===== src/rtl/core/rdit_pkg.sv =====
// ----------------------------------------------------------------------------
// rdit_pkg
// Types, constants and helper functions for the residual dequantizer and
// inverse 4x4 transform.
// ----------------------------------------------------------------------------
package rdit_pkg;

    // Coefficients are clamped to this many signed bits before scaling.
    localparam int COEF_WIDTH = 16;
    localparam int CoefExtW   = ((COEF_WIDTH > 16) ? COEF_WIDTH : 16) + 1;
    localparam logic signed [CoefExtW-1:0] CoefMax =
        CoefExtW'((64'sd1 <<< (COEF_WIDTH - 1)) - 64'sd1);
    localparam logic signed [CoefExtW-1:0] CoefMin = -CoefMax - CoefExtW'(1);

    // Dequantized coefficient width; 16b coef * 29 << 10 stays below 2^31.
    localparam int DeqW = 32;
    // Transform datapath width, covers growth of both butterfly passes.
    localparam int TrW  = 38;
    localparam int RndOffset = 32;
    localparam int RndShift  = 6;
    localparam int ResMax    = 32767;
    localparam int ResMin    = -32768;
    localparam logic [1:0] LastRow = 2'd3;

    typedef struct packed {
        logic signed [15:0] coef_a;
        logic signed [15:0] coef_b;
        logic signed [15:0] coef_c;
        logic signed [15:0] coef_d;
        logic        [5:0]  quant_param;
        logic               keep_dc;
    } t_in_item;

    typedef struct packed {
        logic signed [15:0] res_a;
        logic signed [15:0] res_b;
        logic signed [15:0] res_c;
        logic signed [15:0] res_d;
        logic               last_row;
    } t_out_item;

    // One dequantized row on its way from the front to the back.
    typedef struct packed {
        logic [1:0]            row;
        logic [3:0][DeqW-1:0]  coef;
    } t_deq_row;

    typedef logic [3:0][TrW-1:0] t_tr_vec;

    typedef enum logic [1:0] {
        BK_COLLECT,
        BK_COLUMN,
        BK_DRAIN
    } t_back_state;

    // qp / 6 for a 6-bit qp: (qp * 43) >> 8 is exact up to 63.
    function automatic logic [3:0] qp_div6(input logic [5:0] qp);
        logic [11:0] t;
        t = 12'(qp) * 12'd43;
        return t[11:8];
    endfunction

    // Flat-matrix dequant factor by qp % 6 and position class.
    function automatic logic [4:0] dq_factor(input logic [2:0] rem,
                                             input logic [1:0] cls);
        logic [4:0] f0, f1, f2;
        unique case (rem)
            3'd0: begin f0 = 5'd10; f1 = 5'd13; f2 = 5'd16; end
            3'd1: begin f0 = 5'd11; f1 = 5'd14; f2 = 5'd18; end
            3'd2: begin f0 = 5'd13; f1 = 5'd16; f2 = 5'd20; end
            3'd3: begin f0 = 5'd14; f1 = 5'd18; f2 = 5'd23; end
            3'd4: begin f0 = 5'd16; f1 = 5'd20; f2 = 5'd25; end
            3'd5: begin f0 = 5'd18; f1 = 5'd23; f2 = 5'd29; end
            default: begin f0 = 5'd10; f1 = 5'd13; f2 = 5'd16; end
        endcase
        unique case (cls)
            2'd0:    return f0;
            2'd1:    return f1;
            2'd2:    return f2;
            default: return f0;
        endcase
    endfunction

    function automatic logic signed [15:0] sat_coef(input logic signed [15:0] c);
        logic signed [CoefExtW-1:0] x;
        x = CoefExtW'(c);
        if (x > CoefMax) begin
            return CoefMax[15:0];
        end else if (x < CoefMin) begin
            return CoefMin[15:0];
        end
        return c;
    endfunction

    // H.264 inverse 4x4 integer butterfly.
    function automatic t_tr_vec butterfly(input t_tr_vec a);
        logic signed [TrW-1:0] a0, a1, a2, a3, e0, e1, e2, e3;
        t_tr_vec o;
        a0 = $signed(a[0]);
        a1 = $signed(a[1]);
        a2 = $signed(a[2]);
        a3 = $signed(a[3]);
        e0 = a0 + a2;
        e1 = a0 - a2;
        e2 = (a1 >>> 1) - a3;
        e3 = a1 + (a3 >>> 1);
        o[0] = e0 + e3;
        o[1] = e1 + e2;
        o[2] = e1 - e2;
        o[3] = e0 - e3;
        return o;
    endfunction

    // (h + 32) >> 6, saturated to 16 bits.
    function automatic logic signed [15:0] rnd_sat(input logic [TrW-1:0] h);
        logic signed [TrW-1:0] s;
        s = ($signed(h) + TrW'(RndOffset)) >>> RndShift;
        if (s > TrW'(ResMax)) begin
            return 16'(ResMax);
        end else if (s < TrW'(ResMin)) begin
            return 16'(ResMin);
        end
        return s[15:0];
    endfunction

endpackage


===== src/rtl/core/rdit_fifo.sv =====
// ----------------------------------------------------------------------------
// rdit_fifo
// Two-entry queue of dequantized rows between the front and the back.
// ----------------------------------------------------------------------------
module rdit_fifo (
    input  logic                i_clk,
    input  logic                i_rst_n,
    input  logic                i_push,
    input  rdit_pkg::t_deq_row  i_data,
    output logic                o_full,
    output logic                o_valid,
    output rdit_pkg::t_deq_row  o_data,
    input  logic                i_pop
);

    rdit_pkg::t_deq_row r_mem [2];
    logic       r_wr;
    logic       r_rd;
    logic [1:0] r_cnt;

    assign o_full  = (r_cnt == 2'd2);
    assign o_valid = (r_cnt != 2'd0);
    assign o_data  = r_mem[r_rd];

    always_ff @(posedge i_clk) begin
        if (!i_rst_n) begin
            r_wr  <= 1'b0;
            r_rd  <= 1'b0;
            r_cnt <= '0;
        end else begin
            if (i_push) begin
                r_wr <= ~r_wr;
            end
            if (i_pop) begin
                r_rd <= ~r_rd;
            end
            r_cnt <= r_cnt + 2'(i_push) - 2'(i_pop);
        end
    end

    always_ff @(posedge i_clk) begin
        if (i_push) begin
            r_mem[r_wr] <= i_data;
        end
    end

endmodule


===== config.mk =====
export PLATFORM = sky130hd
export DESIGN_NAME = rdit_fifo
export DESIGN_NICKNAME = d
export VERILOG_FILES = /design/src/rtl/core/rdit_pkg.sv /design/src/rtl/core/rdit_fifo.sv
export SDC_FILE = /design/constraint.sdc
export NUM_CORES = 1
export LEC_CHECK = 0
export BUFFER_PORTS_ARGS = -buffer_cell sky130_fd_sc_hd__buf_2
export CORE_ASPECT_RATIO = 0.8
export CORE_MARGIN = 5
export CORE_UTILIZATION = 47
export CTS_BUF_LIST = sky130_fd_sc_hd__clkbuf_4
export CTS_CLUSTER_SIZE = 16
export DETAILED_ROUTE_END_ITERATION = 10
export GPL_ROUTABILITY_DRIVEN = 0
export PLACE_DENSITY = 0.73
export SYNTH_ARGS = -nofsm -noshare
export SYNTH_HDL_FRONTEND = slang
export SYNTH_SLANG_ARGS = --single-unit

===== constraint.sdc =====
create_clock -name i_clk -period 11.38 [get_ports i_clk]
set_input_delay 2.276 -clock i_clk [delete_from_list [all_inputs] [get_ports i_clk]]
set_output_delay 2.276 -clock i_clk [all_outputs]
set_load 0.03 [all_outputs]

==> impl_metrics.py <==
metrics = {
    "die": {
        "die_w_um": 170,
        "ios": 266,
        "row_count": 46,
        "die_h_um": 138,
        "initial_utilization_pct": 48.2,
        "design.die.area_um2": 23500,
        "coreArea_um2": 20000,
    },
    "synth": {
        "synthCells": 425,
        "synth_cell_type_count": 14,
        "syn_area_um2": 9630,
        "avgSynthCellArea_um2": 22.7,
        "yosysWarnings": 0,
        "yosysSeqAreaShare_pct": 82.1,
        "ys_seq_elements": 265,
        "syn_nets": 561,
    },
    "setup_path": {
        "crit-reg2reg-launch": "r_wr",
        "cp.required_ps": 9100,
        "slowest_delay_ps": 870,
        "crit_type": "flop to output port",
        "startpoint_type": "flop",
        "crit_fanout": 71,
        "cp_data_arrival_time_ps": 2980,
        "end_kind": "output port",
        "cp_slowest_cell": "dfxtp_4",
        "path_cells": "buf_4 > mux2_2 > buf_2",
    },
    "finish": {
        "syn_to_final_growth_pct": 25.5,
        "final_layout_size_suffix_gt1_share_pct": 64.0,
        "nets": 884,
        "antenna_cells": 0,
        "fin_area_um2": 12100,
    },
    "grt": {
        "grt_pass1_vias": 5622,
        "grt_overflow": 0,
        "grt_pass1_wl_um": 29400,
        "grt_max_degree": 72,
        "grt_usage_pct": 15.8,
        "antenna_found_initial": 0,
    },
    "power_and_ir_drop": {
        "ir_drop_mv": 0.104,
        "leakagePower_nw": 4.63,
        "p_per_area_nw_per_um2": 187,
    },
    "placement": {
        "hpwl_um": 12600,
        "port_buffers": 265,
        "place_ws_ps": 6700,
        "place_area_um2": 11200,
    },
    "clock_network": {
        "cts_resized": 0,
        "cts_tree": "yes",
        "postCtsSetupBuffers": 0,
        "cts_buffer_depth": 3,
        "root_buffer": "clkbuf_4",
        "cts_buffers": 66,
        "clock-sinks": 265,
        "htreeDepth": 3,
        "postCtsHoldBufs": 0,
        "insertion_delay_ps": 610,
        "cts.reportedPaths.clkPinSlew_ps": 60,
    },
    "detailed_routing": {
        "first_pass_iters": 4,
        "ant_nets": 0,
        "wl_um": 18900,
        "wl_per_cell_um": 17.9,
        "drt_iter0_drc": 339,
        "via_count": 5063,
        "drc": 0,
        "vias_per_cell": 4.80,
    },
    "sta": {
        "tns_ps": 0,
        "fin_skew_ps": 33.7,
        "slew_viol_final": 0,
        "fmax_ghz": 0.190,
        "tightest_slew_ps": 936,
        "maxSlewHeadroom_pct": 37.6,
        "fin_crit_sh_pct": 46.1,
        "rsz0062_at_grt": "no",
        "finalCriticalPeriod_ps": 5250,
        "setup_ws_ps": 6130,
        "hold_violations": 0,
        "finalSetupViolations": 0,
    },
    "worst_hold_path": {
        "hold_class": "flop to flop",
        "min-delay-start": "r_rd",
    },
    "flow_run": {
        "cap_violations": 0,
    },
    "status": {
        "status": "finished, final reports clean",
    },
}
## critical path: cells and delay by family (launching register included)
kind / cells / cell delay [ps]
buffers and inverters: 2 / 990
DFF: 1 / 870
muxes: 1 / 440
## path summary, 6_finish.rpt
check | to | slack [ps] | depth (start not counted)
setup / recovery | o_data[107] | 6130 | 3
setup reg to reg | r_mem[0][107] | 8950 | 3
hold / removal | flop | 590 | 2
hold reg to reg | flop | 590 | 2
## sequential cells by signal (all words and copies together), names as in the netlist, named ones only
name   flops
r_cnt      2
r_mem    260
r_rd       1
r_wr       1
## synth_stat cells, drive strengths merged
master	instances	area, µm²
xor2	1	8.76
xnor3	1	22.5
o21a	1	7.51
or2	1	6.26
dfxtp	5	100
nor2b	4	25.0
buf	14	135
mux2	130	1460
ha	2	25.0
and2	4	25.0
edfxtp	260	7810
inv	2	7.51
## power breakdown
group	total, W	leakage [nW]	internal [W]	switching (W)
clock	0.000824	0.523	0.000479	0.000345
combinational	0.000287	1.62	0.000104	0.000183
sequential	0.00115	2.48	0.00113	0.0000199
## routing by layer
metal  vias up  global-route usage [%]  wire, µm
met4         0                    6.26       394
met3        38                    5.98      1840
met2       244                    24.9      8930
met1      2405                    19.9      7730
li1       2376                       -         -
met5         -                       0         0
## placed cells by master (no fill, tap or decap)
master,instances
clkinv_2,2
nor2b_4,1
xnor3_1,1
clkbuf_4,97
bufinv_16,4
dfxtp_4,1
and2_1,3
clkinv_1,8
buf_2,265
dfxtp_1,4
edfxtp_1,260
inv_1,2
buf_4,4
or2_2,1
mux2_2,130
ha_1,2
xor2_1,1
and2_4,1
o21a_1,1
nor2b_1,3
## layout make-up
cell class / instances / area, µm²
clock buffer: 97 / 728
inverter: 2 / 7.51
fill: 1478 / 7880
clock inverter: 14 / 160
sequential: 265 / 7910
timing repair buffer: 269 / 1360
tap: 264 / 330
multi-input combinational: 144 / 1590
## kinds of logic (layout without fill, tap and decap cells)
family / Yosys count / after routing / synth area share, %
XOR/XNOR: 2 / 2 / 0.325
multiplexers: 130 / 130 / 15.2
buffers and inverters: 16 / 382 / 1.48
AO/OA/AOI/OAI: 1 / 1 / 0.0780
AND/OR/NAND/NOR: 9 / 9 / 0.584
adder cells (fa/ha/maj): 2 / 2 / 0.260
flip-flops: 265 / 265 / 82.1
## per-stage QoR
step	hold WS [ps]	std cells	utilization, %	power, W
after detailed placement	572	944	56.1	0.00146
after global routing	620	1055	60.5	0.00237
after floorplan	555	425	-	0.00137
final	592	1055	60.5	0.00226
after global placement	558	944	56.1	0.00145
after CTS	593	1055	60.5	0.00230
No activity file was read; power rests on OpenSTA's default activity.
