`config.mk`:
```
export PLATFORM = sky130hd
export DESIGN_NAME = rdit_front
export DESIGN_NICKNAME = d
export VERILOG_FILES = /design/src/rtl/core/rdit_pkg.sv /design/src/rtl/core/rdit_front.sv
export SDC_FILE = /design/constraint.sdc
export NUM_CORES = 1
export LEC_CHECK = 0
export BUFFER_PORTS_ARGS = -buffer_cell sky130_fd_sc_hd__clkbuf_2
export CAP_MARGIN = 20
export CORE_MARGIN = 5
export CORE_UTILIZATION = 53
export CTS_CLUSTER_SIZE = 8
export DETAILED_ROUTE_END_ITERATION = 8
export PLACE_DENSITY = 0.72
export SLEW_MARGIN = 20
export SYNTH_ARGS = -nofsm -noshare
export SYNTH_HDL_FRONTEND = slang
export SYNTH_SLANG_ARGS = --single-unit
```
`constraint.sdc`:
```
create_clock -name i_clk -period 16.9 [get_ports i_clk]
set_clock_uncertainty 0.2 [all_clocks]
set_input_delay 1.69 -clock i_clk [delete_from_list [all_inputs] [get_ports i_clk]]
set_output_delay 1.69 -clock i_clk [all_outputs]
set_load 0.01 [all_outputs]
```
`src/rtl/core/rdit_pkg.sv`:
```
// ----------------------------------------------------------------------------
// rdit_pkg
// Types, constants and helper functions for the residual dequantizer and
// inverse 4x4 transform.
// ----------------------------------------------------------------------------
package rdit_pkg;

    // Coefficients are clamped to this many signed bits before scaling.
    localparam int COEF_WIDTH = 16;
    localparam int CoefExtW   = ((COEF_WIDTH > 16) ? COEF_WIDTH : 16) + 1;
    localparam logic signed [CoefExtW-1:0] CoefMax =
        CoefExtW'((64'sd1 <<< (COEF_WIDTH - 1)) - 64'sd1);
    localparam logic signed [CoefExtW-1:0] CoefMin = -CoefMax - CoefExtW'(1);

    // Dequantized coefficient width; 16b coef * 29 << 10 stays below 2^31.
    localparam int DeqW = 32;
    // Transform datapath width, covers growth of both butterfly passes.
    localparam int TrW  = 38;
    localparam int RndOffset = 32;
    localparam int RndShift  = 6;
    localparam int ResMax    = 32767;
    localparam int ResMin    = -32768;
    localparam logic [1:0] LastRow = 2'd3;

    typedef struct packed {
        logic signed [15:0] coef_a;
        logic signed [15:0] coef_b;
        logic signed [15:0] coef_c;
        logic signed [15:0] coef_d;
        logic        [5:0]  quant_param;
        logic               keep_dc;
    } t_in_item;

    typedef struct packed {
        logic signed [15:0] res_a;
        logic signed [15:0] res_b;
        logic signed [15:0] res_c;
        logic signed [15:0] res_d;
        logic               last_row;
    } t_out_item;

    // One dequantized row on its way from the front to the back.
    typedef struct packed {
        logic [1:0]            row;
        logic [3:0][DeqW-1:0]  coef;
    } t_deq_row;

    typedef logic [3:0][TrW-1:0] t_tr_vec;

    typedef enum logic [1:0] {
        BK_COLLECT,
        BK_COLUMN,
        BK_DRAIN
    } t_back_state;

    // qp / 6 for a 6-bit qp: (qp * 43) >> 8 is exact up to 63.
    function automatic logic [3:0] qp_div6(input logic [5:0] qp);
        logic [11:0] t;
        t = 12'(qp) * 12'd43;
        return t[11:8];
    endfunction

    // Flat-matrix dequant factor by qp % 6 and position class.
    function automatic logic [4:0] dq_factor(input logic [2:0] rem,
                                             input logic [1:0] cls);
        logic [4:0] f0, f1, f2;
        unique case (rem)
            3'd0: begin f0 = 5'd10; f1 = 5'd13; f2 = 5'd16; end
            3'd1: begin f0 = 5'd11; f1 = 5'd14; f2 = 5'd18; end
            3'd2: begin f0 = 5'd13; f1 = 5'd16; f2 = 5'd20; end
            3'd3: begin f0 = 5'd14; f1 = 5'd18; f2 = 5'd23; end
            3'd4: begin f0 = 5'd16; f1 = 5'd20; f2 = 5'd25; end
            3'd5: begin f0 = 5'd18; f1 = 5'd23; f2 = 5'd29; end
            default: begin f0 = 5'd10; f1 = 5'd13; f2 = 5'd16; end
        endcase
        unique case (cls)
            2'd0:    return f0;
            2'd1:    return f1;
            2'd2:    return f2;
            default: return f0;
        endcase
    endfunction

    function automatic logic signed [15:0] sat_coef(input logic signed [15:0] c);
        logic signed [CoefExtW-1:0] x;
        x = CoefExtW'(c);
        if (x > CoefMax) begin
            return CoefMax[15:0];
        end else if (x < CoefMin) begin
            return CoefMin[15:0];
        end
        return c;
    endfunction

    // H.264 inverse 4x4 integer butterfly.
    function automatic t_tr_vec butterfly(input t_tr_vec a);
        logic signed [TrW-1:0] a0, a1, a2, a3, e0, e1, e2, e3;
        t_tr_vec o;
        a0 = $signed(a[0]);
        a1 = $signed(a[1]);
        a2 = $signed(a[2]);
        a3 = $signed(a[3]);
        e0 = a0 + a2;
        e1 = a0 - a2;
        e2 = (a1 >>> 1) - a3;
        e3 = a1 + (a3 >>> 1);
        o[0] = e0 + e3;
        o[1] = e1 + e2;
        o[2] = e1 - e2;
        o[3] = e0 - e3;
        return o;
    endfunction

    // (h + 32) >> 6, saturated to 16 bits.
    function automatic logic signed [15:0] rnd_sat(input logic [TrW-1:0] h);
        logic signed [TrW-1:0] s;
        s = ($signed(h) + TrW'(RndOffset)) >>> RndShift;
        if (s > TrW'(ResMax)) begin
            return 16'(ResMax);
        end else if (s < TrW'(ResMin)) begin
            return 16'(ResMin);
        end
        return s[15:0];
    endfunction

endpackage

```
`src/rtl/core/rdit_front.sv`:
```
// ----------------------------------------------------------------------------
// rdit_front
// Accepts coefficient rows, latches the block quantizer and dequantizes
// each row into a register that feeds the row queue.
// ----------------------------------------------------------------------------
module rdit_front (
    input  logic                i_clk,
    input  logic                i_rst_n,
    input  logic                i_valid,
    output logic                o_stall,
    input  rdit_pkg::t_in_item  i_data,
    output logic                o_push,
    output rdit_pkg::t_deq_row  o_row,
    input  logic                i_full
);

    logic [1:0]  r_row_cnt;
    logic [5:0]  r_qp;
    logic        r_keep_dc;
    logic        r_valid;
    logic        n_valid;
    rdit_pkg::t_deq_row r_out;

    logic        accept;
    logic [5:0]  qp;
    logic        kdc;
    logic [3:0]  shf;
    logic [5:0]  rem6;
    logic signed [15:0] coefs [4];
    logic signed [15:0] csat  [4];
    logic [4:0]  fac [4];
    logic signed [21:0] prod [4];
    logic [3:0][rdit_pkg::DeqW-1:0] deq;

    assign o_stall = r_valid && i_full;
    assign o_push  = r_valid && !i_full;
    assign accept  = i_valid && !o_stall;
    assign o_row   = r_out;

    // Quantizer and flag come straight from the item on the first row.
    assign qp   = (r_row_cnt == 2'd0) ? i_data.quant_param : r_qp;
    assign kdc  = (r_row_cnt == 2'd0) ? i_data.keep_dc : r_keep_dc;
    assign shf  = rdit_pkg::qp_div6(qp);
    assign rem6 = qp - 6'(6'(shf) * 6'd6);

    assign coefs[0] = i_data.coef_a;
    assign coefs[1] = i_data.coef_b;
    assign coefs[2] = i_data.coef_c;
    assign coefs[3] = i_data.coef_d;

    always_comb begin
        for (int j = 0; j < 4; j++) begin
            csat[j] = rdit_pkg::sat_coef(coefs[j]);
            fac[j]  = rdit_pkg::dq_factor(rem6[2:0],
                          {1'b0, r_row_cnt[0]} + {1'b0, 1'(j)});
            prod[j] = csat[j] * $signed({1'b0, fac[j]});
            deq[j]  = rdit_pkg::DeqW'(prod[j]) <<< shf;
        end
        if (r_row_cnt == 2'd0 && kdc) begin
            deq[0] = rdit_pkg::DeqW'(csat[0]);
        end
    end

    always_comb begin
        n_valid = r_valid;
        if (accept) begin
            n_valid = 1'b1;
        end else if (o_push) begin
            n_valid = 1'b0;
        end
    end

    always_ff @(posedge i_clk) begin
        if (!i_rst_n) begin
            r_row_cnt <= '0;
            r_qp      <= '0;
            r_keep_dc <= 1'b0;
            r_valid   <= 1'b0;
        end else begin
            r_valid <= n_valid;
            if (accept) begin
                r_row_cnt <= r_row_cnt + 2'd1;
                if (r_row_cnt == 2'd0) begin
                    r_qp      <= i_data.quant_param;
                    r_keep_dc <= i_data.keep_dc;
                end
            end
        end
    end

    always_ff @(posedge i_clk) begin
        if (accept) begin
            r_out.row  <= r_row_cnt;
            r_out.coef <= deq;
        end
    end

endmodule

```
==> summary.md <==
| Metric | Value |
|---|---|
| Main synth FF type | edfxtp_1 |
| Total congestion overflow | 0 |
| Worst endpoint data arrival time | 14520 ps |
| Via density | 6.015 |
| Synth Area per Inst | 8.822 um2 |
| Post-synth ARST share | 0 |
| Max Cap Viol | 0 |
| RSZ-0062 raised after global routing | false |
| Final setup violating endpoints | 0 |
| PortBufs | 206 |
| CTS root buf | clkbuf_16 |
| Synth warn | 0 |
| Clk sinks | 139 |
| CP Max Fanout | 71 |
| CTS tree | done |
| WL/cell | 20.87 um |
| CP required | 16860 ps |
| Hold Crit Start | r_row_cnt[1] |
| Worst-skew pair later-pin latency | 450 ps |
| Area fraction of the dominant cell type after synthesis | 0.1780 |
| Reg2Reg Setup Slack | 2340 ps |
| Hpwl dp | 53250 um |
| Reg2reg end | o_row[22] |
| Sequential share of the synthesized area | 0.1816 |
| GRT Overall Usage | 0.2857 |
| Initial antenna violation count | 1 |
| Core Region | 41950 um2 |
| CTS clk-pin slew, worst paths | 80 ps |
| Drt drc | 0 |
| Distinct cells, synth | 94 |
| Cell taking the most area after synthesis | fa_1 |
| Fillers | 3703 |
| Crit path launch type | flip-flop |
| Number of inserted diodes | 0 |
| Post-CTS resize count | 0 |
| Hold path cells | 0 |
| Post-route ant nets | 0 |
| Synth Instances | 2549 |
| Starting Density | 0.5361 |
| Post-CTS setup buffers | 0 |
| DP Cell Count | 3191 |
| Vias in the first global route | 19380 |
| Worst path slowest cell | nand2_1 |
| Worst r2r src | r_row_cnt[0] |
| Global-route wire length before repair | 107000 um |
| H-tree depth | 4 |
| Max incr delay on CP | 890 ps |
| Worst-Margin Slew | 1060 ps |
| Hold crit path type | flip-flop to flip-flop |
| Sum Neg Setup Slack | 0 ps |
| Dpl ws | 2163 ps |
| Clk buf depth | 2 |
| Setup ws final | 2342 ps |
| Slew Viols, Final | 0 |
| Area contributors post-synth | fa_1 18%, edfxtp_1 17%, ha_1 11% |
| Cts bufs inserted | 17 |
| Drt total wl | 67260 um |
| Nets | 3136 |
| R2R cell count | 39 |
| Fin cells | 3223 |
| Ports | 207 |
| Die W | 216.0 um |
| Status | finished, final reports clean |
| 1st-iter DRT viols | 1743 |
| Routability Congestion | 1.006 |
| Fmax | 0.06869 GHz |
| Hold path endpoint | o_row[129] |
| Final Hold Vio Count | 0 |
| Number of synthesized flops with an enable pin | 130 |
| Final Util | 0.5822 |
| Period utilization | 0.8614 |
| Die height | 216.0 um |
| Number of synthesized register bits | 139 |
| Post-Synthesis Net Count | 3014 |
| Top cells by count, synth | 367 x inv_1, 284 x and2_1, 200 x fa_1 |
| Largest net degree at the start of global routing | 85 |
| Vias | 19390 |
| DRT Pass-1 Iters | 5 |
| Most frequent cell after synthesis | inv_1 |
| Die area | 46650 um2 |
| Setup crit end kind | flip-flop |
| Post-CTS Hold Buffers | 0 |
| Core Rows | 75 |
| Final worst path period need | 14560 ps |
| Syn-to-layout area delta | 8.602% |
| Post-Syn Area | 22490 um2 |
| Share of layout cells above drive strength 1 | 0.1207 |
| Setup Crit Path Kind | flip-flop to flip-flop |
| Rel. slew slack | 0.2934 |
==> per-stage QoR <==
stage	area [um2]	hold WS (ps)
6_report	24420	244.8
5_1_grt	24420	250.8
4_1_cts	24420	244.0
3_5_place_dp	23860	222.5
3_3_place_gp	23860	216.0
2_1_floorplan	22490	208.2
==> placed cells by master (no fill, tap or decap), types with 14 or more instances in the layout <==
cell       instances
inv_1            367
and2_1           284
clkbuf_2         206
fa_1             200
ha_1             190
nor2_1           140
nand2_1          139
a21oi_1          131
edfxtp_1         130
mux2i_1          115
o21ai_0           79
xnor2_1           44
a21o_1            44
nor2b_1           44
nand3_1           37
o211ai_1          37
a211oi_1          32
nor3_1            30
o22ai_1           28
mux2_2            24
o21a_1            21
xor2_1            19
a31oi_1           18
clkbuf_16         17
buf_4             16
and3_1            15
o31ai_1           14
a22oi_1           14
==> how the worst max path moves through the flow <==
stage | depth (start not counted) | slack [ps] | startpoint | to
after floorplan | 43 | 5090 | i_data[2] | o_row[56]
final | 39 | 2340 | r_row_cnt[0] | o_row[22]
after global placement | 39 | 2450 | i_data[2] | o_row[92]
after detailed placement | 38 | 2160 | i_data[2] | o_row[84]
after global routing | 39 | 1100 | r_row_cnt[0] | o_row[27]
after CTS | 39 | 2350 | r_row_cnt[0] | o_row[84]
==> state kept, by name, summed over array words and instances (netlist names) <==
| signal | count |
|---|---|
| o_row | 130 |
| r_qp | 6 |
| r_row_cnt | 2 |
| r_valid | 1 |
==> kinds of logic (layout without fill, tap and decap cells) <==
logic type	after synthesis	after routing	synth area share
AND/OR/NAND/NOR	759	759	0.1789
multiplexers	148	148	0.07094
XOR/XNOR	71	71	0.03099
buffers and inverters	489	624	0.08596
flip-flops	139	139	0.1816
adder cells (fa/ha/maj)	390	390	0.2838
AO/OA/AOI/OAI	553	553	0.1678
==> area by class of cell <==
cell class	instances	area, um2	area share
Tap cell	539	674.4	0.02761
Timing Repair Buffer	222	1151	0.04713
Sequential cell	139	4084	0.1672
Clock inverter	14	133.9	0.005482
Inverter	370	1391	0.05697
Multi-Input combinational cell	1921	16560	0.6780
Clock buffer	18	429.2	0.01757
==> critical path, delay by kind of cell, from the launching register on <==
kind	cells	cell delay, ps
AND/OR/NAND/NOR	8	3660
XOR/XNOR	3	800
buffers and inverters	8	1500
AO/OA/AOI/OAI	9	2530
multiplexers	1	610
flip-flops	1	600
adder cells (fa/ha/maj)	10	4320
==> layer usage <==
| metal | GRT usage | part of all wire | up-vias |
|---|---|---|---|
| met1 | 0.3958 | 0.43 | 9506 |
| met2 | 0.4642 | 0.46 | 749 |
| li1 | - | - | 9005 |
| met4 | 0.09582 | 0.036 | 2 |
| met5 | 0 | 0.00018 | - |
| met3 | 0.04036 | 0.069 | 125 |
Power is not shown: default switching activity piles up to over one toggle a cycle in this logic, so the estimate is an artifact.
