<file path="config.mk">
export PLATFORM = sky130hd
export DESIGN_NAME = rdit_back
export DESIGN_NICKNAME = d
export VERILOG_FILES = /design/src/rtl/core/rdit_pkg.sv /design/src/rtl/core/rdit_back.sv
export SDC_FILE = /design/constraint.sdc
export NUM_CORES = 2
export LEC_CHECK = 0
export BUFFER_PORTS_ARGS = -buffer_cell sky130_fd_sc_hd__buf_2
export CAP_MARGIN = 0
export CORE_ASPECT_RATIO = 0.8
export CORE_MARGIN = 2
export CORE_UTILIZATION = 59
export CTS_CLUSTER_DIAMETER = 50
export DETAILED_ROUTE_END_ITERATION = 7
export PLACE_DENSITY = 0.86
export SYNTH_ARGS = -nofsm -noshare
export SYNTH_HDL_FRONTEND = slang
export SYNTH_SLANG_ARGS = --single-unit
</file>
<file path="constraint.sdc">
create_clock -name i_clk -period 33.4 [get_ports i_clk]
set_input_delay 3.34 -clock i_clk [delete_from_list [all_inputs] [get_ports i_clk]]
set_output_delay 3.34 -clock i_clk [all_outputs]
set_load 0.01 [all_outputs]
</file>
<file path="src/rtl/core/rdit_pkg.sv">
// ----------------------------------------------------------------------------
// rdit_pkg
// Types, constants and helper functions for the residual dequantizer and
// inverse 4x4 transform.
// ----------------------------------------------------------------------------
package rdit_pkg;

    // Coefficients are clamped to this many signed bits before scaling.
    localparam int COEF_WIDTH = 16;
    localparam int CoefExtW   = ((COEF_WIDTH > 16) ? COEF_WIDTH : 16) + 1;
    localparam logic signed [CoefExtW-1:0] CoefMax =
        CoefExtW'((64'sd1 <<< (COEF_WIDTH - 1)) - 64'sd1);
    localparam logic signed [CoefExtW-1:0] CoefMin = -CoefMax - CoefExtW'(1);

    // Dequantized coefficient width; 16b coef * 29 << 10 stays below 2^31.
    localparam int DeqW = 32;
    // Transform datapath width, covers growth of both butterfly passes.
    localparam int TrW  = 38;
    localparam int RndOffset = 32;
    localparam int RndShift  = 6;
    localparam int ResMax    = 32767;
    localparam int ResMin    = -32768;
    localparam logic [1:0] LastRow = 2'd3;

    typedef struct packed {
        logic signed [15:0] coef_a;
        logic signed [15:0] coef_b;
        logic signed [15:0] coef_c;
        logic signed [15:0] coef_d;
        logic        [5:0]  quant_param;
        logic               keep_dc;
    } t_in_item;

    typedef struct packed {
        logic signed [15:0] res_a;
        logic signed [15:0] res_b;
        logic signed [15:0] res_c;
        logic signed [15:0] res_d;
        logic               last_row;
    } t_out_item;

    // One dequantized row on its way from the front to the back.
    typedef struct packed {
        logic [1:0]            row;
        logic [3:0][DeqW-1:0]  coef;
    } t_deq_row;

    typedef logic [3:0][TrW-1:0] t_tr_vec;

    typedef enum logic [1:0] {
        BK_COLLECT,
        BK_COLUMN,
        BK_DRAIN
    } t_back_state;

    // qp / 6 for a 6-bit qp: (qp * 43) >> 8 is exact up to 63.
    function automatic logic [3:0] qp_div6(input logic [5:0] qp);
        logic [11:0] t;
        t = 12'(qp) * 12'd43;
        return t[11:8];
    endfunction

    // Flat-matrix dequant factor by qp % 6 and position class.
    function automatic logic [4:0] dq_factor(input logic [2:0] rem,
                                             input logic [1:0] cls);
        logic [4:0] f0, f1, f2;
        unique case (rem)
            3'd0: begin f0 = 5'd10; f1 = 5'd13; f2 = 5'd16; end
            3'd1: begin f0 = 5'd11; f1 = 5'd14; f2 = 5'd18; end
            3'd2: begin f0 = 5'd13; f1 = 5'd16; f2 = 5'd20; end
            3'd3: begin f0 = 5'd14; f1 = 5'd18; f2 = 5'd23; end
            3'd4: begin f0 = 5'd16; f1 = 5'd20; f2 = 5'd25; end
            3'd5: begin f0 = 5'd18; f1 = 5'd23; f2 = 5'd29; end
            default: begin f0 = 5'd10; f1 = 5'd13; f2 = 5'd16; end
        endcase
        unique case (cls)
            2'd0:    return f0;
            2'd1:    return f1;
            2'd2:    return f2;
            default: return f0;
        endcase
    endfunction

    function automatic logic signed [15:0] sat_coef(input logic signed [15:0] c);
        logic signed [CoefExtW-1:0] x;
        x = CoefExtW'(c);
        if (x > CoefMax) begin
            return CoefMax[15:0];
        end else if (x < CoefMin) begin
            return CoefMin[15:0];
        end
        return c;
    endfunction

    // H.264 inverse 4x4 integer butterfly.
    function automatic t_tr_vec butterfly(input t_tr_vec a);
        logic signed [TrW-1:0] a0, a1, a2, a3, e0, e1, e2, e3;
        t_tr_vec o;
        a0 = $signed(a[0]);
        a1 = $signed(a[1]);
        a2 = $signed(a[2]);
        a3 = $signed(a[3]);
        e0 = a0 + a2;
        e1 = a0 - a2;
        e2 = (a1 >>> 1) - a3;
        e3 = a1 + (a3 >>> 1);
        o[0] = e0 + e3;
        o[1] = e1 + e2;
        o[2] = e1 - e2;
        o[3] = e0 - e3;
        return o;
    endfunction

    // (h + 32) >> 6, saturated to 16 bits.
    function automatic logic signed [15:0] rnd_sat(input logic [TrW-1:0] h);
        logic signed [TrW-1:0] s;
        s = ($signed(h) + TrW'(RndOffset)) >>> RndShift;
        if (s > TrW'(ResMax)) begin
            return 16'(ResMax);
        end else if (s < TrW'(ResMin)) begin
            return 16'(ResMin);
        end
        return s[15:0];
    endfunction

endpackage

</file>
<file path="src/rtl/core/rdit_back.sv">
// ----------------------------------------------------------------------------
// rdit_back
// Gathers four dequantized rows through the row butterfly, runs the column
// butterflies, then delivers four rounded residual rows.
// ----------------------------------------------------------------------------
module rdit_back (
    input  logic                i_clk,
    input  logic                i_rst_n,
    input  logic                i_q_valid,
    input  rdit_pkg::t_deq_row  i_q_data,
    output logic                o_q_pop,
    output logic                o_valid,
    output rdit_pkg::t_out_item o_data,
    input  logic                i_stall
);

    rdit_pkg::t_back_state r_state, n_state;

    logic [rdit_pkg::TrW-1:0] r_f [4][4];
    logic [rdit_pkg::TrW-1:0] r_h [4][4];
    logic [1:0]          r_orow;
    logic                r_out_valid;
    rdit_pkg::t_out_item r_out;

    logic pop, col_ld, out_ld;
    rdit_pkg::t_tr_vec row_in, row_res;
    rdit_pkg::t_tr_vec col_in  [4];
    rdit_pkg::t_tr_vec col_res [4];

    assign o_q_pop = pop;
    assign o_valid = r_out_valid;
    assign o_data  = r_out;

    always_comb begin
        n_state = r_state;
        unique case (r_state)
            rdit_pkg::BK_COLLECT: begin
                if (i_q_valid && i_q_data.row == rdit_pkg::LastRow) begin
                    n_state = rdit_pkg::BK_COLUMN;
                end
            end
            rdit_pkg::BK_COLUMN: begin
                n_state = rdit_pkg::BK_DRAIN;
            end
            rdit_pkg::BK_DRAIN: begin
                if (out_ld && r_orow == rdit_pkg::LastRow) begin
                    n_state = rdit_pkg::BK_COLLECT;
                end
            end
            default: n_state = rdit_pkg::BK_COLLECT;
        endcase
    end

    always_comb begin
        pop    = 1'b0;
        col_ld = 1'b0;
        out_ld = 1'b0;
        unique case (r_state)
            rdit_pkg::BK_COLLECT: pop    = i_q_valid;
            rdit_pkg::BK_COLUMN:  col_ld = 1'b1;
            rdit_pkg::BK_DRAIN:   out_ld = !r_out_valid || !i_stall;
            default: ;
        endcase
    end

    always_comb begin
        for (int j = 0; j < 4; j++) begin
            row_in[j] = rdit_pkg::TrW'($signed(i_q_data.coef[j]));
        end
        row_res = rdit_pkg::butterfly(row_in);
        for (int j = 0; j < 4; j++) begin
            for (int i = 0; i < 4; i++) begin
                col_in[j][i] = r_f[i][j];
            end
            col_res[j] = rdit_pkg::butterfly(col_in[j]);
        end
    end

    always_ff @(posedge i_clk) begin
        if (!i_rst_n) begin
            r_state     <= rdit_pkg::BK_COLLECT;
            r_orow      <= '0;
            r_out_valid <= 1'b0;
        end else begin
            r_state <= n_state;
            if (col_ld) begin
                r_orow <= '0;
            end else if (out_ld) begin
                r_orow <= r_orow + 2'd1;
            end
            if (out_ld) begin
                r_out_valid <= 1'b1;
            end else if (!i_stall) begin
                r_out_valid <= 1'b0;
            end
        end
    end

    always_ff @(posedge i_clk) begin
        if (pop) begin
            for (int j = 0; j < 4; j++) begin
                r_f[i_q_data.row][j] <= row_res[j];
            end
        end
        if (col_ld) begin
            for (int j = 0; j < 4; j++) begin
                for (int i = 0; i < 4; i++) begin
                    r_h[i][j] <= col_res[j][i];
                end
            end
        end
        if (out_ld) begin
            r_out.res_a    <= rdit_pkg::rnd_sat(r_h[r_orow][0]);
            r_out.res_b    <= rdit_pkg::rnd_sat(r_h[r_orow][1]);
            r_out.res_c    <= rdit_pkg::rnd_sat(r_h[r_orow][2]);
            r_out.res_d    <= rdit_pkg::rnd_sat(r_h[r_orow][3]);
            r_out.last_row <= (r_orow == rdit_pkg::LastRow);
        end
    end

endmodule

</file>
==> results.ini <==
[run_status]
outcome=completed

[sta]
fin_skew_ns=0.05082
timing.final.crit_share=0.2771
final.setup.tns_ns=0
finalSetupViolCount=0
period_minus_slack_ns=9.255
rsz0062_at_grt=false
worstMarginPinSlew_ns=1.373
hold_violations=0
fmax_ghz=0.1081
drv_slew=0
slew-limit-headroom=0.06097

[floorplanning]
coreArea_sq_um=172000
die_x_um=469.8
dieArea_sq_um=176900
io_pins=201
placementRows=136
start_util=0.5952
die_h_um=376.6

[place]
placed_area_sq_um=105200
gp_congestion=0.9848
portBuffers=200
place_hpwl_um=235800

[run]
maxCapViolCount=0

[pwr]
total_leakage_power_nw=46.83
p_sw_mw=5.081
combPwrFrac=0.637
seqPwrFrac=0.223
intPower_mw=5.837
p_clk_frac=0.140
swShare=0.4654
p_per_area_nw_per_um2=99.35
finalPower_mw=10.92
ir_worst_vdd_v=0.00005571

[setup_path]
reg2reg_to=r_h[0][113]$_DFFE_PP_
crit_path_start_kind=input port
reg2reg_slack_ns=25.38
required_ns=33.90
critPathSlowestCell=o31ai_1
ff2ff_path_depth=22
slowest_delay_ns=0.68
critPathKind=input port to flip-flop
path_delay_family=compound AO/OA/AOI/OAI gates
cp_cell_sequence=buf_2 > ha_1 > a21o_1 > a21oi_1 > o21ai_0 > a2111oi_0 > buf_4 > o31ai_1 > and4_1 > o31ai_1 > xnor2_1 > ha_1 > nor3_1 > nand2_1 > a211oi_1 > o311ai_0 > a2111oi_0 > o41ai_1 > o21a_1 > or3_1 > a21oi_1 > o41ai_1
critPathMaxFanout=10
r2r-start=r_f[0][76]$_DFFE_PP_
cp_num_buf_inv=2
worstSetupEndpointType=flip-flop
critPathArrivalTime_ns=9.75

[cells_and_area]
layout_common_cells=1381 x ha_1, 1161 x inv_1, 1129 x edfxtp_1
drive_above_1_share=0.05892
fillCellCount=13740
design_area_sq_um=109900
fin_nets=12370
syn_to_final_growth_pct=7.322
final_common_cell=ha_1
fin_util=0.6388

[synth]
synth_top_family_by_area=compound AO/OA/AOI/OAI gates
synth_compound_area_frac=0.1776
synthArstFlopShare=0
synth_mux_area_frac=0.03331
syn_nets=12280
avgSynthCellArea_sq_um=9.534
synth_top_area_share=0.3311
synth_ff_type=edfxtp_1
synth_cell_type_count=112
synthSimpleGateAreaFrac=0.1188
syn-cell-area_sq_um=102400
synth-edff-count=1129
ys_ff_latch=1136
synth_adder_area_share=0.1734
yosys-top-cells-area=edfxtp_1 33%, ha_1 17%, xnor2_1 7.5%
yosys_warnings=0
yosys.area_share.xor_xnor=0.1079
yosys.area.top_type=edfxtp_1
ys_seq_area_frac=0.3325
syn_inst=10740

[drt]
ant_nets=0
drt_iter0_markers=8786
finalWirelength_um=292000
num_vias=81570
first_pass_iters=8
wire_per_inst_um=22.04
vias_per_cell=6.156
drc=0

[clock_tree]
cts_buffers=138
htree_num_levels=4
clockBufferDepth=3
cts_tree=yes
cts_resized=0
clk_pin_slew_worst_paths_ns=0.06
insertion_delay_ns=0.80
cts_sinks=1136
cts_setup_buffers=0
ctsRootBufferMaster=clkbuf_16
cts-hold-fix-buffers=0

[global_route]
grt_usage=0.3192
grt_pass1_wl_um=443000
grt_pass1_vias=77090
antenna_found_initial=68
overflow=0
grt_start_max_net_pins=135

[worst_hold_path]
worstHoldPathCells=2
min_from=o_valid$_SDFFE_PN0P_
hp-class=flip-flop to flip-flop
whs_endpoint=o_valid$_SDFFE_PN0P_

-- worst reg2reg max path: stages, from the launching register on --
cell	delay, ns
edfxtp_1	0.39
ha_1	0.51
a21oi_1	0.35
or4_1	0.20
o211ai_1	0.18
a2111oi_0	1.22
o31ai_1	0.43
nor2b_1	0.27
a21o_1	0.22
a21boi_0	0.49
o21ai_0	0.22
a21oi_1	0.22
xor2_1	0.28
ha_1	0.39
nand4_1	0.14
nor2_1	0.13
and3_1	0.19
a32oi_1	0.52
a31oi_1	0.33
and4_1	0.31
o221a_2	0.29
o41ai_1	0.37
xor2_1	0.11
-- registers in the layout, summed over array words and instances, names as in the netlist, named ones only --
name and flops:
r_f 536, r_orow 2, o_data 65, o_valid 1
r_state 2, r_h 528
-- per-stage QoR --
step	hold slack (ns)	instances	setup WS, ns
after floorplan	0.4917	10740	8.132
after global placement	0.5096	12970	23.75
after detailed placement	0.5371	12970	23.57
after CTS	0.5456	13220	24.34
after global routing	0.6044	13250	23.71
final	0.5429	13250	24.15
-- logic make-up after synthesis --
logic type | count (synthesis)
muxes | 139
AOI/OAI and AO/OA | 2817
buffers and inverters | 1452
adders and majority gates | 1405
DFF | 1136
xor gates and xnor gates | 1261
and+or+nand+nor | 2530
-- worst max-delay path by stage --
stage                                  startpoint                 endpoint  slack (ns)  cells past startpoint
after floorplan           r_state[1]$_SDFFE_PN0P_  r_state[1]$_SDFFE_PN0P_        8.13                      2
after global placement               i_q_data[33]     r_f[0][37]$_DFFE_PP_       23.75                     22
after detailed placement             i_q_data[33]     r_f[2][37]$_DFFE_PP_       23.57                     22
after CTS                            i_q_data[33]     r_f[2][37]$_DFFE_PP_       24.34                     22
after global routing                 i_q_data[33]     r_f[2][37]$_DFFE_PP_       23.71                     22
final                                i_q_data[33]     r_f[2][37]$_DFFE_PP_       24.15                     22
-- layer usage --
layer  up-vias  routed length [um]  share of wire  GRT usage
li1      38590                   -              -          -
met5         -                  13       0.000045          0
met2      3392              123700           0.42     0.4783
met3       527               22810          0.078    0.04591
met1     39050              134600           0.46     0.4701
met4         2               10840          0.037     0.1126
-- cell usage after synthesis, drive strengths merged (28+ instances only) --
master and n:
inv 1161, or2 37, nor2 1008, and2 62, nor2b 122, o31ai 81
a211oi 73, nand2 388, xnor2 877, nand2b 157, o31a 31, or3 79
a21oi 941, nand4 57, clkbuf 238, a31oi 77, a21o 330, a21boi 33
and3 76, o21ba 28, nor4 45, o41ai 29, or4 32, buf 53
xor2 384, o21bai 253, o211ai 49, edfxtp 1129, o21ai 469, o21a 137
nor3 233, ha 1381, mux4 131, nand3 160
-- power by group through the flow --
stage	combinational (mW)	sequential, mW	clock, mW
2_1_floorplan	4.95	2.44	0
3_3_place_gp	6.56	2.45	0
3_5_place_dp	6.74	2.46	0
4_1_cts	6.79	2.44	1.54
5_1_grt	7.55	2.45	1.60
6_report	6.95	2.44	1.53
-- area by class of cell --
class	count	area [sq um]	share of cell area
diodes	25	62.56	0.0005693
clock buffers	159	3596	0.03272
clock inverters	93	1012	0.009211
inverters	1161	4358	0.03966
multi-input cells	8152	62610	0.5697
flip-flops and latches	1136	34050	0.3099
well taps	2277	2849	0.02593
repair buffers	246	1356	0.01234
Note: power is estimated with default switching activity, not from simulation.
